==> config.mk <==
export PLATFORM = sky130hd
export DESIGN_NAME = step_sequencer_16
export DESIGN_NICKNAME = d
export VERILOG_FILES = /design/src/hw/rtl/ss16_pkg.sv /design/src/hw/rtl/ss16_ctrl.sv /design/src/hw/rtl/ss16_gate_lane.sv /design/src/hw/rtl/ss16_row_lane.sv /design/src/hw/rtl/ss16_out_buf.sv /design/src/hw/rtl/step_sequencer_16.sv
export SDC_FILE = /design/constraint.sdc
export NUM_CORES = 1
export LEC_CHECK = 0
export ABC_AREA = 1
export CAP_MARGIN = 20
export CELL_PAD_IN_SITES_DETAIL_PLACEMENT = 0
export CELL_PAD_IN_SITES_GLOBAL_PLACEMENT = 1
export CORE_MARGIN = 1.5
export CORE_UTILIZATION = 46
export DETAILED_ROUTE_END_ITERATION = 10
export DONT_BUFFER_PORTS = 1
export HOLD_SLACK_MARGIN = 0.12
export PLACE_DENSITY_LB_ADDON = 0.1
export SYNTH_ARGS = -nofsm -noshare
export SYNTH_HDL_FRONTEND = slang
export SYNTH_HIERARCHICAL = 1
export SYNTH_SLANG_ARGS = --single-unit
==> constraint.sdc <==
create_clock -name clk -period 6.7 [get_ports clk]
set_input_delay 1.005 -clock clk [delete_from_list [all_inputs] [get_ports clk]]
set_output_delay 1.005 -clock clk [all_outputs]
set_load 0.02 [all_outputs]
==> src/hw/rtl/ss16_pkg.sv <==
// ----------------------------------------------------------------------------
// ss16_pkg
// Shared widths, codes and payload types of the 16-step sequencer.
// ----------------------------------------------------------------------------
package ss16_pkg;

    localparam int MAX_STEPS     = 16;
    localparam int STEP_BITS     = 4;
    localparam int ROW_COUNT     = 3;
    localparam int ROW_BITS      = 2;
    localparam int VALUE_BITS    = 12;
    localparam int ADDR_BITS     = 6;
    localparam int PHASE_BITS    = 32;
    localparam int INC_BITS      = 31;
    localparam int COUNT_BITS    = 5;
    localparam int PULSE_BITS    = 16;
    localparam int MODE_BITS     = 2;
    localparam int CFG_DATA_BITS = 16;
    localparam int IN_BITS       = 80;
    localparam int IN_USED_BITS  = 76;
    localparam int OUT_BITS      = 64;
    localparam int OUT_USED_BITS = 59;

    localparam logic [MODE_BITS-1:0] GATE_MODE_TRIGGER   = 2'd0;
    localparam logic [MODE_BITS-1:0] GATE_MODE_RETRIGGER = 2'd1;
    localparam logic [MODE_BITS-1:0] GATE_MODE_RESET     = GATE_MODE_TRIGGER;

    localparam logic [PULSE_BITS-1:0] PULSE_TICKS_RESET = 16'd44;

    localparam logic ACT_TICK  = 1'b0;
    localparam logic ACT_WRITE = 1'b1;

    localparam logic CFG_GATE_MODE   = 1'b0;
    localparam logic CFG_PULSE_TICKS = 1'b1;

    // declared from the highest field down, so the last field, run_button, sits in bit 0
    typedef struct packed {
        logic [VALUE_BITS-1:0] table_value;
        logic [ADDR_BITS-1:0]  table_address;
        logic [MAX_STEPS-1:0]  gate_buttons;
        logic [COUNT_BITS-1:0] step_count;
        logic [INC_BITS-1:0]   phase_increment;
        logic                  reset_level;
        logic                  ext_clock_level;
        logic                  ext_clock_connected;
        logic                  stop_level;
        logic                  start_level;
        logic                  run_button;
    } tick_in_t;

    typedef struct packed {
        logic                 running;
        logic                 clock_tick;
        logic                 gate_qual;
        logic [STEP_BITS-1:0] step;
    } ctrl_t;

    typedef struct packed {
        logic [VALUE_BITS-1:0] row3_value;
        logic [VALUE_BITS-1:0] row2_value;
        logic [VALUE_BITS-1:0] row1_value;
        logic [STEP_BITS-1:0]  current_step;
        logic                  is_running;
        logic                  clock_tick;
        logic                  gates_active;
        logic [MAX_STEPS-1:0]  gate_vector;
    } result_t;

    typedef struct packed {
        logic [1:0] count;
        logic       pop;
    } buf_stat_t;

endpackage

==> src/hw/rtl/ss16_ctrl.sv <==
// ----------------------------------------------------------------------------
// ss16_ctrl
// Run state, phase clock, external clock, step counter and gate pulse timer.
// ----------------------------------------------------------------------------
module ss16_ctrl
(
    input  logic                              clk,
    input  logic                              rst_n,
    input  logic                              cfg_we,
    input  logic                              cfg_index,
    input  logic [ss16_pkg::CFG_DATA_BITS-1:0] cfg_data,
    input  logic                              tick_fire,
    input  ss16_pkg::tick_in_t                in_item,
    output ss16_pkg::ctrl_t                   ctrl
);

    logic [ss16_pkg::MODE_BITS-1:0]  gate_mode_reg;
    logic [ss16_pkg::PULSE_BITS-1:0] pulse_ticks_reg;
    logic                            run_reg, run_next;
    logic [ss16_pkg::PHASE_BITS-1:0] acc_reg, acc_next;
    logic [ss16_pkg::STEP_BITS-1:0]  step_reg, step_next;
    logic [ss16_pkg::PULSE_BITS-1:0] pulse_cnt_reg, pulse_cnt_next;
    logic                            prev_run_reg, prev_ext_reg, prev_rst_reg;
    logic                            prev_ext_next;

    logic [ss16_pkg::PHASE_BITS:0]   sum;
    logic                            ext_rise, rst_rise, adv_clk, advance;
    logic [ss16_pkg::COUNT_BITS-1:0] count, step_inc;
    logic [ss16_pkg::PULSE_BITS-1:0] pulse_load;
    logic                            pulse;

    always_comb
    begin
        run_next = run_reg ^ (in_item.run_button & ~prev_run_reg);
        if (in_item.start_level)
        begin
            run_next = 1'b1;
        end
        if (in_item.stop_level)
        begin
            run_next = 1'b0;
        end

        sum      = {1'b0, acc_reg} + {2'b00, in_item.phase_increment};
        ext_rise = in_item.ext_clock_level & ~prev_ext_reg;
        rst_rise = in_item.reset_level & ~prev_rst_reg;

        adv_clk       = 1'b0;
        acc_next      = acc_reg;
        prev_ext_next = prev_ext_reg;
        if (run_next)
        begin
            if (in_item.ext_clock_connected)
            begin
                prev_ext_next = in_item.ext_clock_level;
                if (ext_rise)
                begin
                    acc_next = '0;
                    adv_clk  = 1'b1;
                end
            end
            else
            begin
                acc_next = sum[ss16_pkg::PHASE_BITS-1:0];
                adv_clk  = sum[ss16_pkg::PHASE_BITS];
            end
        end
        if (rst_rise)
        begin
            acc_next = '0;
        end

        if (in_item.step_count == '0)
        begin
            count = ss16_pkg::COUNT_BITS'(1);
        end
        else if (in_item.step_count > ss16_pkg::COUNT_BITS'(ss16_pkg::MAX_STEPS))
        begin
            count = ss16_pkg::COUNT_BITS'(ss16_pkg::MAX_STEPS);
        end
        else
        begin
            count = in_item.step_count;
        end

        step_inc = {1'b0, step_reg} + ss16_pkg::COUNT_BITS'(1);
        advance  = adv_clk | rst_rise;
        if (rst_rise)
        begin
            step_next = '0;
        end
        else if (adv_clk)
        begin
            step_next = (step_inc >= count) ? '0 : step_inc[ss16_pkg::STEP_BITS-1:0];
        end
        else
        begin
            step_next = step_reg;
        end

        pulse_load     = advance ? pulse_ticks_reg : pulse_cnt_reg;
        pulse          = pulse_load != '0;
        pulse_cnt_next = pulse ? pulse_load - ss16_pkg::PULSE_BITS'(1) : pulse_load;

        ctrl.running    = run_next;
        ctrl.clock_tick = adv_clk;
        ctrl.step       = step_next;
        case (gate_mode_reg)
            ss16_pkg::GATE_MODE_TRIGGER:   ctrl.gate_qual = pulse;
            ss16_pkg::GATE_MODE_RETRIGGER: ctrl.gate_qual = ~pulse;
            default:                       ctrl.gate_qual = 1'b1;
        endcase
    end

    always_ff @(posedge clk or negedge rst_n)
    begin
        if (!rst_n)
        begin
            gate_mode_reg   <= ss16_pkg::GATE_MODE_RESET;
            pulse_ticks_reg <= ss16_pkg::PULSE_TICKS_RESET;
        end
        else if (cfg_we)
        begin
            case (cfg_index)
                ss16_pkg::CFG_GATE_MODE:
                begin
                    gate_mode_reg <= cfg_data[ss16_pkg::MODE_BITS-1:0];
                end
                ss16_pkg::CFG_PULSE_TICKS:
                begin
                    pulse_ticks_reg <= cfg_data[ss16_pkg::PULSE_BITS-1:0];
                end
                default:
                begin
                    gate_mode_reg <= gate_mode_reg;
                end
            endcase
        end
    end

    always_ff @(posedge clk or negedge rst_n)
    begin
        if (!rst_n)
        begin
            run_reg       <= 1'b1;
            acc_reg       <= '0;
            step_reg      <= '0;
            pulse_cnt_reg <= '0;
            prev_run_reg  <= 1'b0;
            prev_ext_reg  <= 1'b0;
            prev_rst_reg  <= 1'b0;
        end
        else if (tick_fire)
        begin
            run_reg       <= run_next;
            acc_reg       <= acc_next;
            step_reg      <= step_next;
            pulse_cnt_reg <= pulse_cnt_next;
            prev_run_reg  <= in_item.run_button;
            prev_ext_reg  <= prev_ext_next;
            prev_rst_reg  <= in_item.reset_level;
        end
    end

endmodule

==> src/hw/rtl/ss16_gate_lane.sv <==
// ----------------------------------------------------------------------------
// ss16_gate_lane
// One step's gate: button edge toggle of the enable and the qualified gate.
// ----------------------------------------------------------------------------
module ss16_gate_lane
(
    input  logic clk,
    input  logic rst_n,
    input  logic tick_fire,
    input  logic button,
    input  logic sel,
    input  logic running,
    input  logic qual,
    output logic gate
);

    logic en_reg, en_next;
    logic prev_reg;

    assign en_next = en_reg ^ (button & ~prev_reg);
    assign gate    = running & en_next & sel & qual;

    always_ff @(posedge clk or negedge rst_n)
    begin
        if (!rst_n)
        begin
            en_reg   <= 1'b0;
            prev_reg <= 1'b0;
        end
        else if (tick_fire)
        begin
            en_reg   <= en_next;
            prev_reg <= button;
        end
    end

endmodule

==> src/hw/rtl/ss16_row_lane.sv <==
// ----------------------------------------------------------------------------
// ss16_row_lane
// One row of step values: write port, registered read, per-entry valid bits.
// ----------------------------------------------------------------------------
module ss16_row_lane
(
    input  logic                             clk,
    input  logic                             rst_n,
    input  logic                             we,
    input  logic [ss16_pkg::STEP_BITS-1:0]   wr_pos,
    input  logic [ss16_pkg::VALUE_BITS-1:0]  wr_value,
    input  logic                             re,
    input  logic [ss16_pkg::STEP_BITS-1:0]   rd_pos,
    output logic [ss16_pkg::VALUE_BITS-1:0]  rd_value
);

    logic [ss16_pkg::VALUE_BITS-1:0] mem [ss16_pkg::MAX_STEPS];
    logic [ss16_pkg::MAX_STEPS-1:0]  valid_reg;
    logic [ss16_pkg::VALUE_BITS-1:0] mem_q_reg;
    logic                            vld_q_reg;

    always_ff @(posedge clk)
    begin
        if (we)
        begin
            mem[wr_pos] <= wr_value;
        end
        if (re)
        begin
            mem_q_reg <= mem[rd_pos];
        end
    end

    always_ff @(posedge clk or negedge rst_n)
    begin
        if (!rst_n)
        begin
            valid_reg <= '0;
            vld_q_reg <= 1'b0;
        end
        else
        begin
            if (we)
            begin
                valid_reg[wr_pos] <= 1'b1;
            end
            if (re)
            begin
                vld_q_reg <= valid_reg[rd_pos];
            end
        end
    end

    // never-written entries read as zero
    assign rd_value = vld_q_reg ? mem_q_reg : '0;

endmodule

==> src/hw/rtl/ss16_out_buf.sv <==
// ----------------------------------------------------------------------------
// ss16_out_buf
// Two-entry result buffer in front of the output stream.
// ----------------------------------------------------------------------------
module ss16_out_buf
(
    input  logic                            clk,
    input  logic                            rst_n,
    input  logic                            push,
    input  ss16_pkg::result_t               push_data,
    input  logic                            m_tready,
    output logic                            m_tvalid,
    output logic [ss16_pkg::OUT_BITS-1:0]   m_tdata,
    output ss16_pkg::buf_stat_t             stat
);

    ss16_pkg::result_t ent_reg [2];
    logic              wr_ptr_reg, rd_ptr_reg;
    logic [1:0]        cnt_reg, cnt_next;
    logic              pop;

    assign m_tvalid = cnt_reg != 2'd0;
    assign m_tdata  = {{(ss16_pkg::OUT_BITS - ss16_pkg::OUT_USED_BITS){1'b0}},
                       ent_reg[rd_ptr_reg]};
    assign pop      = m_tvalid & m_tready;
    assign stat     = '{count: cnt_reg, pop: pop};

    always_comb
    begin
        cnt_next = cnt_reg;
        if (push && !pop)
        begin
            cnt_next = cnt_reg + 2'd1;
        end
        else if (pop && !push)
        begin
            cnt_next = cnt_reg - 2'd1;
        end
    end

    always_ff @(posedge clk)
    begin
        if (push)
        begin
            ent_reg[wr_ptr_reg] <= push_data;
        end
    end

    always_ff @(posedge clk or negedge rst_n)
    begin
        if (!rst_n)
        begin
            wr_ptr_reg <= 1'b0;
            rd_ptr_reg <= 1'b0;
            cnt_reg    <= 2'd0;
        end
        else
        begin
            cnt_reg <= cnt_next;
            if (push)
            begin
                wr_ptr_reg <= ~wr_ptr_reg;
            end
            if (pop)
            begin
                rd_ptr_reg <= ~rd_ptr_reg;
            end
        end
    end

endmodule

==> src/hw/rtl/step_sequencer_16.sv <==
// ----------------------------------------------------------------------------
// step_sequencer_16
// Sixteen-step sequencer: run control, clocking, gate lanes and three rows.
// ----------------------------------------------------------------------------
// Takes one transfer per clock when the output side keeps up. A tick transfer
// yields one result: the cycle of acceptance updates the step state, the
// sixteen gate lanes and the registered read of the row memories, then the
// lane gates are merged and the result goes through a two-entry
// output buffer. A table write transfer yields no result. The output buffer
// lets the input side keep going while one result waits. Reset clears the
// per-entry valid bits of the row memories at once, so no clearing pass runs.
module step_sequencer_16
(
    input  logic                                   clk,
    input  logic                                   rst_n,
    input  logic                                   cfg_we,
    input  logic                                   cfg_index,
    input  logic [ss16_pkg::CFG_DATA_BITS-1:0]     cfg_data,
    input  logic                                   s_tvalid,
    output logic                                   s_tready,
    // run_button, start_level, stop_level, ext_clock_connected,
    // ext_clock_level, reset_level, phase_increment, step_count,
    // gate_buttons, table_address, table_value
    input  logic [ss16_pkg::IN_BITS-1:0]           s_tdata,
    // action
    input  logic                                   s_tuser,
    output logic                                   m_tvalid,
    input  logic                                   m_tready,
    // gate_vector, gates_active, clock_tick, is_running, current_step,
    // row1_value, row2_value, row3_value
    output logic [ss16_pkg::OUT_BITS-1:0]          m_tdata
);

    ss16_pkg::tick_in_t  in_item;
    ss16_pkg::ctrl_t     ctrl;
    ss16_pkg::result_t   result;
    ss16_pkg::buf_stat_t stat;

    logic accept, tick_fire, wr_fire;
    logic [ss16_pkg::ROW_BITS-1:0]   wr_row;
    logic [ss16_pkg::STEP_BITS-1:0]  wr_pos;
    logic [ss16_pkg::MAX_STEPS-1:0]  lane_gate;
    logic [ss16_pkg::VALUE_BITS-1:0] row_value [ss16_pkg::ROW_COUNT];

    logic                           a_valid_reg;
    logic [ss16_pkg::MAX_STEPS-1:0] a_gates_reg;
    ss16_pkg::ctrl_t                a_ctrl_reg;
    logic [1:0]                     occupancy;

    assign in_item   = ss16_pkg::tick_in_t'(s_tdata[ss16_pkg::IN_USED_BITS-1:0]);
    assign accept    = s_tvalid & s_tready;
    assign tick_fire = accept & (s_tuser == ss16_pkg::ACT_TICK);
    assign wr_fire   = accept & (s_tuser == ss16_pkg::ACT_WRITE);
    assign wr_row    = in_item.table_address[ss16_pkg::ADDR_BITS-1:ss16_pkg::STEP_BITS];
    assign wr_pos    = in_item.table_address[ss16_pkg::STEP_BITS-1:0];

    assign occupancy = {1'b0, a_valid_reg} + stat.count;
    assign s_tready  = (occupancy < 2'd2) | stat.pop;

    ss16_ctrl u_ctrl
    (
        .clk       (clk),
        .rst_n     (rst_n),
        .cfg_we    (cfg_we),
        .cfg_index (cfg_index),
        .cfg_data  (cfg_data),
        .tick_fire (tick_fire),
        .in_item   (in_item),
        .ctrl      (ctrl)
    );

    for (genvar g = 0; g < ss16_pkg::MAX_STEPS; g++)
    begin : g_gate
        ss16_gate_lane u_lane
        (
            .clk       (clk),
            .rst_n     (rst_n),
            .tick_fire (tick_fire),
            .button    (in_item.gate_buttons[g]),
            .sel       (ctrl.step == ss16_pkg::STEP_BITS'(g)),
            .running   (ctrl.running),
            .qual      (ctrl.gate_qual),
            .gate      (lane_gate[g])
        );
    end

    for (genvar r = 0; r < ss16_pkg::ROW_COUNT; r++)
    begin : g_row
        ss16_row_lane u_row
        (
            .clk      (clk),
            .rst_n    (rst_n),
            .we       (wr_fire && (wr_row == ss16_pkg::ROW_BITS'(r))),
            .wr_pos   (wr_pos),
            .wr_value (in_item.table_value),
            .re       (tick_fire),
            .rd_pos   (ctrl.step),
            .rd_value (row_value[r])
        );
    end

    always_ff @(posedge clk or negedge rst_n)
    begin
        if (!rst_n)
        begin
            a_valid_reg <= 1'b0;
        end
        else
        begin
            a_valid_reg <= tick_fire;
        end
    end

    always_ff @(posedge clk)
    begin
        if (tick_fire)
        begin
            a_gates_reg <= lane_gate;
            a_ctrl_reg  <= ctrl;
        end
    end

    // merge of the lane results
    always_comb
    begin
        result.gate_vector  = a_gates_reg;
        result.gates_active = |a_gates_reg;
        result.clock_tick   = a_ctrl_reg.clock_tick;
        result.is_running   = a_ctrl_reg.running;
        result.current_step = a_ctrl_reg.step;
        result.row1_value   = row_value[0];
        result.row2_value   = row_value[1];
        result.row3_value   = row_value[2];
    end

    ss16_out_buf u_out
    (
        .clk       (clk),
        .rst_n     (rst_n),
        .push      (a_valid_reg),
        .push_data (result),
        .m_tready  (m_tready),
        .m_tvalid  (m_tvalid),
        .m_tdata   (m_tdata),
        .stat      (stat)
    );

endmodule

==> results of run 1 <==
logic make-up after synthesis:
logic type                 count (synthesis)
adders and majority gates                 40
DFF                                      914
AOI/OAI and AO/OA                        602
other                                      1
xor gates and xnor gates                  17
muxes                                      4
buffers and inverters                    363
and+or+nand+nor                         1643
cells in the mapped netlist (3+ instances only):
library cell	number
clkinv_1	4
buf_6	22
a31oi_1	6
nor2_1	561
nand3b_1	5
xnor2_1	7
xor2_1	10
a21o_1	3
nand3_1	200
edfxtp_1	752
nand2_1	725
buf_2	41
nor2_4	5
o21a_1	5
or2_0	16
or2_2	50
inv_2	22
nor2_2	35
nand2_2	19
o21ai_0	311
o211ai_1	145
nand3_2	5
nand4_1	8
a21oi_1	62
buf_1	17
o22ai_1	4
clkbuf_1	67
nand2_4	4
dfstp_2	4
inv_1	170
mux2_2	4
dfrtp_1	158
o21ai_1	55
buf_4	15
ha_1	39
through the flow:
step	instance area (um^2)	hold WS, ns	instances	setup WS [ns]
floorplan	39400	0.421	3588	1.16
global placement	40600	0.422	4642	1.34
detailed placement	40600	0.434	4643	1.26
CTS	44000	0.167	4831	1.90
global route	44000	0.170	4832	1.59
finish	44000	0.211	4832	1.91
cell type report:
class                           instances  area share (%)
Clock inverter                         46            1.28
Multi-Input combinational cell       2311            25.3
Inverter                              199            1.72
Sequential cell                       914            60.5
Antenna cell                            1         0.00569
Tap cell                             1144            3.25
Clock buffer                          141            6.31
Timing Repair Buffer                   76            1.54
worst max-delay path by stage:
stage / end / cells past startpoint
floorplan: u_ctrl/acc_reg[28]$_DFFE_PN0P_ / 13
global route: g_row[1].u_row/mem_q_reg[6]$_DFFE_PP_ / 23
global placement: g_row[1].u_row/mem_q_reg[6]$_DFFE_PP_ / 23
detailed placement: g_row[1].u_row/mem_q_reg[6]$_DFFE_PP_ / 23
CTS: g_row[1].u_row/mem_q_reg[6]$_DFFE_PP_ / 23
finish: g_row[1].u_row/mem_q_reg[10]$_DFFE_PP_ / 23
routing by layer:
metal / vias to the layer above / GRT usage (%) / part of all wire [%]
met5: - / 0 / 0.013
met4: 2 / 6.80 / 2.6
met3: 146 / 3.53 / 5.2
met2: 561 / 38.4 / 49
met1: 12700 / 29.1 / 43
li1: 12400 / - / -
where the power goes:
| group | switching (mW) | internal (mW) |
|---|---|---|
| Sequential | 0.314 | 6.78 |
| Clock | 2.22 | 3.29 |
| Combinational | 3.50 | 1.48 |
| Total | 6.03 | 11.5 |
timing repair:
action,in CTS,in global routing
setup endpoints to repair,0,0
hold buffers,1,0
endpoints found under the hold margin,158,0
==> summary.txt, run 1 <==
Status
  • Status: finished clean

Floorplanning
  • Boundary Pins: 169
  • Area of the core: 85000 um^2
  • Row count: 107
  • Die height: 296 um
  • Die area: 87400 um^2
  • Initial Utilization: 46.3%
  • Die X: 296 um

Clock network
  • Clock sinks: slightly above 900
  • CTS tree: yes
  • Clk root buf: clkbuf_16
  • Clock Latency Late Sink: approximately 0.67 ns
  • Resize count post-CTS: 0
  • Clock transition at the registers of the reported paths: around 0.06 ns
  • H-tree depth: 3
  • CTS buffer count: 99
  • Clock tree buffer depth: 3
  • Post-CTS Setup Inserts: 0

Logic synthesis
  • Area contributors post-synth: edfxtp_1 57%, dfrtp_1 10%, nand2_1 6.9%
  • Primary FF master, synth: edfxtp_1
  • Post-synth top area share: a little under three fifths
  • Synth Area in XOR/XNOR: 0.378%
  • Largest family of logic cells by synthesized area: simple AND/OR/NAND/NOR gates
  • FF+latch count, synth: 914
  • Post-Synth Adder-Cell Area: 1.29%
  • Post-synthesis cell type count: 56
  • Seq/Total Area, Yosys: between 60% and 70%
  • Synth Area in Compound Gates: under 10%
  • Synthesized instance count: 3584
  • Number of synthesized flops with an enable pin: approximately 750
  • Cell Area, Synth: between 30000 and 40000 um^2
  • Synth Area in Simple Gates: between 15 and 20%
  • FFs w/ async S/R, synth: 17.7%
  • Avg Inst Size Synth: 11.0 um^2
  • Warnings from Yosys: 6
  • Mux cell area share after synthesis: 0.114%
  • Dominant cell type by area after synthesis: edfxtp_1

Worst setup path
  • CP cell instances: ha_1, inv_1, fa_1, inv_1, nand2_1, nand2_1, nand3_1, nand2_2, nand2_2, nand2_4, nand2_2, nand2_2, nand2_4, nand2_4, o22ai_4, inv_4, buf_4, nor2_1, nor2_1, o21ai_0, o211ai_1, nand3_1, nand2_1
  • Worst setup EP type: flop
  • Critical path arrival: 5.30 ns
  • Critical Path Fanout Max: 83
  • Worst EP required: approximately 7 ns
  • CP Launch Type: flop
  • Flop2flop setup slack: approximately 1.9 ns
  • Family with the most delay on the worst path: simple AND/OR/NAND/NOR gates
  • Crit path buffers/inverters: 4
  • Setup CP Type: flop to flop
  • R2r startpoint: u_ctrl/acc_reg[0]$_DFFE_PN0P_
  • Max stage delay on crit path: 0.73 ns
  • Worst reg2reg endpoint: g_row[1].u_row/mem_q_reg[10]$_DFFE_PP_
  • Crit path launch: u_ctrl/acc_reg[0]$_DFFE_PN0P_
  • Reg2reg path depth: 23
  • Crit-path most repeated cell: nand2_2
  • Max stage delay cell, worst path: inv_4

Power
  • PD cells: roughly 400 nW/um^2
  • Pleak: 16.7 nW
  • Worst IR Drop VDD: roughly 0.37 mV
  • Final Total Pwr: 17.6 mW

Timing
  • Peak Freq: 209 MHz
  • Final Setup Violations: 0
  • Relative slew slack: between 20% and 30%
  • Worst clock skew: 0.0342 ns
  • Endpoints failing hold: 0
  • Part of the cycle the worst path needs: 71.5%
  • Slew @ Worst Pin: approximately 1.1 ns
  • Post-layout min period: 4.79 ns
  • Count of pins over their slew limit: 0
  • Unrepaired setup endpoints after global routing: no
  • Setup TNS Final: 0 ns

Detailed routing
  • DRT antenna net count: 0
  • Wire per inst: 20.1 um
  • Via density: 5.33
  • Vias: 25800
  • DR DRC count: 0
  • Final wirelength: 97100 um
  • First-pass iteration count of the detailed router: 5
  • DR iter-0 viols: 2000

Final layout
  • # fillers: 7418
  • NumNets Final: 3744
  • Fin util: between 50% and 60%
  • Proportion of layout cells with a drive suffix above 1: between 10% and 20%
  • Area Growth Syn to Fin: 11.8%
  • Sequential cell area: 26600 um^2
  • Most frequent cells in the layout: 752 x edfxtp_1, 725 x nand2_1, 557 x nor2_1
  • Max reg flops: 576
  • Multi-input gate area in the final layout: around 11000 um^2
  • Commonest non-fill, non-tap cell in the layout: edfxtp_1

Flow run
  • Total of max-cap violations: 0

Global routing
  • Vias in the first global route: ~25000
  • Largest net degree at the start of global routing: 210
  • First-pass GRT wire length: between 100000 and 150000 um
  • Initial antenna violation count: 4
  • Grt ovf: 0
  • Global Route Usage Sum: 22.3%

Placed design
  • Routability cong.: about 0.81
  • Hpwl dp: 56900 um
  • PortBufs: 0

Worst hold path
  • Worst min path class: input pin to async pin
No activity file was read; power rests on OpenSTA's default activity.
==> run 2, diff against run 1 <==
--- a/config.mk
+++ b/config.mk
@@ -5,12 +5,12 @@
 export SDC_FILE = /design/constraint.sdc
 export NUM_CORES = 1
 export LEC_CHECK = 0
-export ABC_AREA = 1
+export ABC_AREA = 0
 export CAP_MARGIN = 20
 export CELL_PAD_IN_SITES_DETAIL_PLACEMENT = 0
 export CELL_PAD_IN_SITES_GLOBAL_PLACEMENT = 1
 export CORE_MARGIN = 1.5
-export CORE_UTILIZATION = 46
+export CORE_UTILIZATION = 50
 export DETAILED_ROUTE_END_ITERATION = 10
 export DONT_BUFFER_PORTS = 1
 export HOLD_SLACK_MARGIN = 0.12
==> constraint.sdc (replaced) <==
create_clock -name clk -period 3.9 [get_ports clk]
set_input_delay 0.585 -clock clk [delete_from_list [all_inputs] [get_ports clk]]
set_output_delay 0.585 -clock clk [all_outputs]
set_load 0.02 [all_outputs]
==> run 2 against run 1 <==
  * The run now ends with negative hold slack, negative setup slack left
  * Flip-flop and latch count stayed put
  * Final cell count shrank 26%
  * Total power grew 72%
  * Critical endpoint is now g_row[2].u_row/mem_q_reg[5]$_DFFE_PP_
==> summary.txt, run 2 <==
Status
  • Status: finished, violations left
  • Violations in the final reports: negative hold slack, negative setup slack

Timing
  • Final hold slack: -0.365 ns (-0.576 ns)
  • Relative slew slack: 38.6% (+12 points)
  • Endpoints failing hold: 162 (+162)
  • Worst clock skew: 0.0342 ns (+0.0000703 ns)
  • Unrepaired setup endpoints after global routing: yes
  • Post-layout min period: 4.42 ns (-0.375 ns)
  • Count of pins over their slew limit: 0 (unchanged)
  • Final Setup Violations: 69 (+69)
  • Peak Freq: 226 MHz (+8.5%)
  • Part of the cycle the worst path needs: 113% (+42 points)
  • Slew @ Worst Pin: 0.912 ns (-0.194 ns)
  • Post-route setup slack: -0.516 ns (-2.42 ns)

Global routing
  • GR peak layer: met2
  • Met3 Track Usage GR: 4.26% (+0.73 points)
  • Initial antenna violation count: 1 (-3)
  • Met2 usage: 37.5% (-0.90 points)
  • Grt ovf: 0 (unchanged)
  • Met1 Use GR: 32.3% (+3.1 points)
  • Global Route Usage Sum: 23.1% (+0.70 points)
  • First-pass GRT wire length: 134000 um (-9.1%)
  • Vias in the first global route: 21100 (-16%)
  • Largest net degree at the start of global routing: 163 (-22%)

Detailed routing
  • Via density: 5.68 (+6.4%)
  • Final wirelength: 89600 um (-7.7%)
  • DR DRC count: 0 (unchanged)
  • DR iter-0 viols: 1675 (-16%)
  • Wire per inst: 25.1 um (+25%)
  • Vias: 20200 (-22%)
  • DRT antenna net count: 0 (unchanged)
  • First-pass iteration count of the detailed router: 5 (unchanged)

Logic synthesis
  • Cell Area, Synth: 38900 um^2 (-1.3%)
  • Area contributors post-synth: edfxtp_1 58%, dfrtp_1 10%, mux4_1 7.4%
  • FF+latch count, synth: 914 (unchanged)
  • Warnings from Yosys: 6 (unchanged)
  • Synthesized instance count: 2092 (-42%)
  • Most frequent cell after synthesis: edfxtp_1
  • Primary FF master, synth: edfxtp_1
  • FFs w/ async S/R, synth: 17.7% (unchanged)
  • Commonest cells in the netlist: 752 x edfxtp_1, 158 x dfrtp_1, 110 x mux4_1, 110 x nor2_1, 82 x mux4_2
  • Dominant cell type by area after synthesis: edfxtp_1
  • Number of synthesized flops with an enable pin: 752 (unchanged)
  • Post-synthesis cell type count: 103 (+84%)
  • Seq/Total Area, Yosys: 68.6% (+0.90 points)
  • Post-synth top area share: 58.1% (+0.76 points)
  • Avg Inst Size Synth: 18.6 um^2 (+69%)

Power
  • PD cells: 659 nW/um^2 (+65%)
  • Pleak: 16.3 nW (-2.3%)
  • Worst IR Drop VDD: 0.357 mV (-3.0%)
  • Final Total Pwr: 30.3 mW (+72%)

Final layout
  • Max reg flops: 576 (unchanged)
  • Commonest non-fill, non-tap cell in the layout: edfxtp_1
  • N_diodes: 0 (-1)
  • Proportion of layout cells with a drive suffix above 1: 35.7% (+25 points)
  • Most frequent cells in the layout: 752 x edfxtp_1, 234 x buf_4, 190 x mux4_2
  • NumNets Final: 2588 (-31%)
  • Area Growth Syn to Fin: 18.3%

Worst setup path
  • Worst EP required: 4.29 ns (-2.92 ns)
  • Critical Path Fanout Max: 8 (-90%)
  • Critical path arrival: 4.80 ns (-0.50 ns)
  • CP Launch Type: flop
  • Setup CP Type: flop to flop
  • Worst setup EP type: flop

Clock network
  • Clk root buf: clkbuf_16
  • CTS tree: yes
  • H-tree depth: 3 (unchanged)
  • Clock Latency Late Sink: 0.66 ns (about the same)
  • Hold Buf Count CTS: 48 (+47)
  • Clock tree buffer depth: 3 (unchanged)
  • Clock transition at the registers of the reported paths: 0.06 ns (about the same)
  • Clock sinks: 914 (unchanged)
  • CTS buffer count: 95 (-4.0%)

Placed design
  • Routability cong.: 0.855 (+5.6%)
  • Hpwl dp: 55500 um (-2.4%)
  • PortBufs: 0 (unchanged)

Floorplanning
  • Initial Utilization: 50.3% (+4.0 points)
  • Die height: 282 um (-4.7%)
  • Row count: 102 (-4.7%)
  • Die area: 79400 um^2 (-9.1%)
  • Die X: 282 um (-4.7%)
  • Area of the core: 77200 um^2 (-9.2%)
  • Boundary Pins: 169 (unchanged)

Worst hold path
  • Worst min path class: input pin to async pin

Flow run
  • Total of max-cap violations: 0 (unchanged)
-- run 2: cell count changes in the layout (fill, tap and decap cells not counted), moves of 140 or more --
cell and delta:
nand3_1 -173, nor2_1 -451, nand2_1 -663, mux4_2 +190
o211ai_1 -140, buf_4 +166, inv_1 -156, o21ai_0 -286
-- run 2: path summary, 6_finish.rpt --
kind | startpoint | end | slack [ns] | cells after the start
worst min register to register | a_ctrl_reg[6]$_DFFE_PP_ | u_out/ent_reg[1][18]$_DFFE_PP_ | 0.45 | 0
worst max-delay path | u_ctrl/acc_reg[0]$_DFFE_PN0P_ | g_row[2].u_row/mem_q_reg[5]$_DFFE_PP_ | -0.52 | 18
min in group clk | s_tdata[3] | u_ctrl/prev_ext_reg$_DFFE_PN0P_ | 0.19 | 2
max in group asynchronous | rst_n | g_row[2].u_row/valid_reg[8]$_DFFE_PN0P_ | 3.98 | 0
worst min-delay path | rst_n | g_row[0].u_row/valid_reg[1]$_DFFE_PN0P_ | -0.36 | 0
worst max register to register | u_ctrl/acc_reg[0]$_DFFE_PN0P_ | g_row[2].u_row/mem_q_reg[5]$_DFFE_PP_ | -0.52 | 18
-- run 2: repair_timing --
item	CTS	global route
resized for setup	53	23
endpoints found under the hold margin	776	162
cloned	7	0
pin swaps	29	11
endpoints found under the setup margin	70	71
buffers inserted	24	10
-- run 2: through the flow --
step	cell area, um^2	utilization, %	setup slack, ns	cells	setup TNS, ns
2_1_floorplan	38800	-	-0.782	2096	-68.34
3_3_place_gp	41500	53.8	-0.758	3300	-44.33
3_5_place_dp	41500	53.8	-0.782	3300	-46.29
4_1_cts	45800	59.3	-0.571	3555	-32.30
5_1_grt	46000	59.5	-0.687	3564	-40.35
6_report	46000	59.5	-0.516	3564	-26.68
-- run 2: area by class of cell --
cell class	instances	area, um^2
clock inverter	58	470
timing repair buffer	338	3460
multi-input combinational	1079	11500
tap	1040	1300
sequential	914	26600
clock buffer	118	2500
inverter	17	76.3
fill	5691	31200
-- run 2: cell families (layout without fill, tap and decap cells) --
group	Yosys count	in the layout	synth area share, %
fa+ha+maj	40	40	1.31
compound gates	194	194	3.77
xor+xnor	75	75	1.69
simple gates	456	456	6.64
other cells	1	5	0.00965
buf+inv	103	531	1.91
flops	914	914	68.6
mux	309	309	16.1
-- run 2: worst max-delay path, cell delays in order, from the launching register on --
cell and delay, ns:
dfrtp_1 0.39, ha_4 0.15, inv_2 0.03, fa_2 0.33, nand2b_4 0.16, a21oi_4 0.16, nor4_4 0.08, o21ai_4 0.18
o2111ai_4 0.17, a31o_4 0.29, buf_6 0.11, o31a_1 0.30, nor2_4 0.14, mux2_8 0.19, buf_12 0.16, buf_12 0.17
buf_12 0.12, mux4_2 0.50, mux4_2 0.49
-- run 2: power breakdown --
| group | switching, mW | internal, mW | total, mW | leakage (nW) |
|---|---|---|---|---|
| clock | 3.76 | 4.85 | 8.61 | 1.45 |
| sequential | 0.708 | 11.6 | 12.3 | 8.85 |
| combinational | 4.26 | 5.09 | 9.35 | 6.03 |
| total | 8.73 | 21.5 | 30.3 | 16.3 |
-- run 2: per-layer routing --
layer  share of wire, %  up-vias
li1                   -     9026
met1                 43    10500
met2                 49      603
met3                6.4      133
met4                2.3        0
met5                  0        -
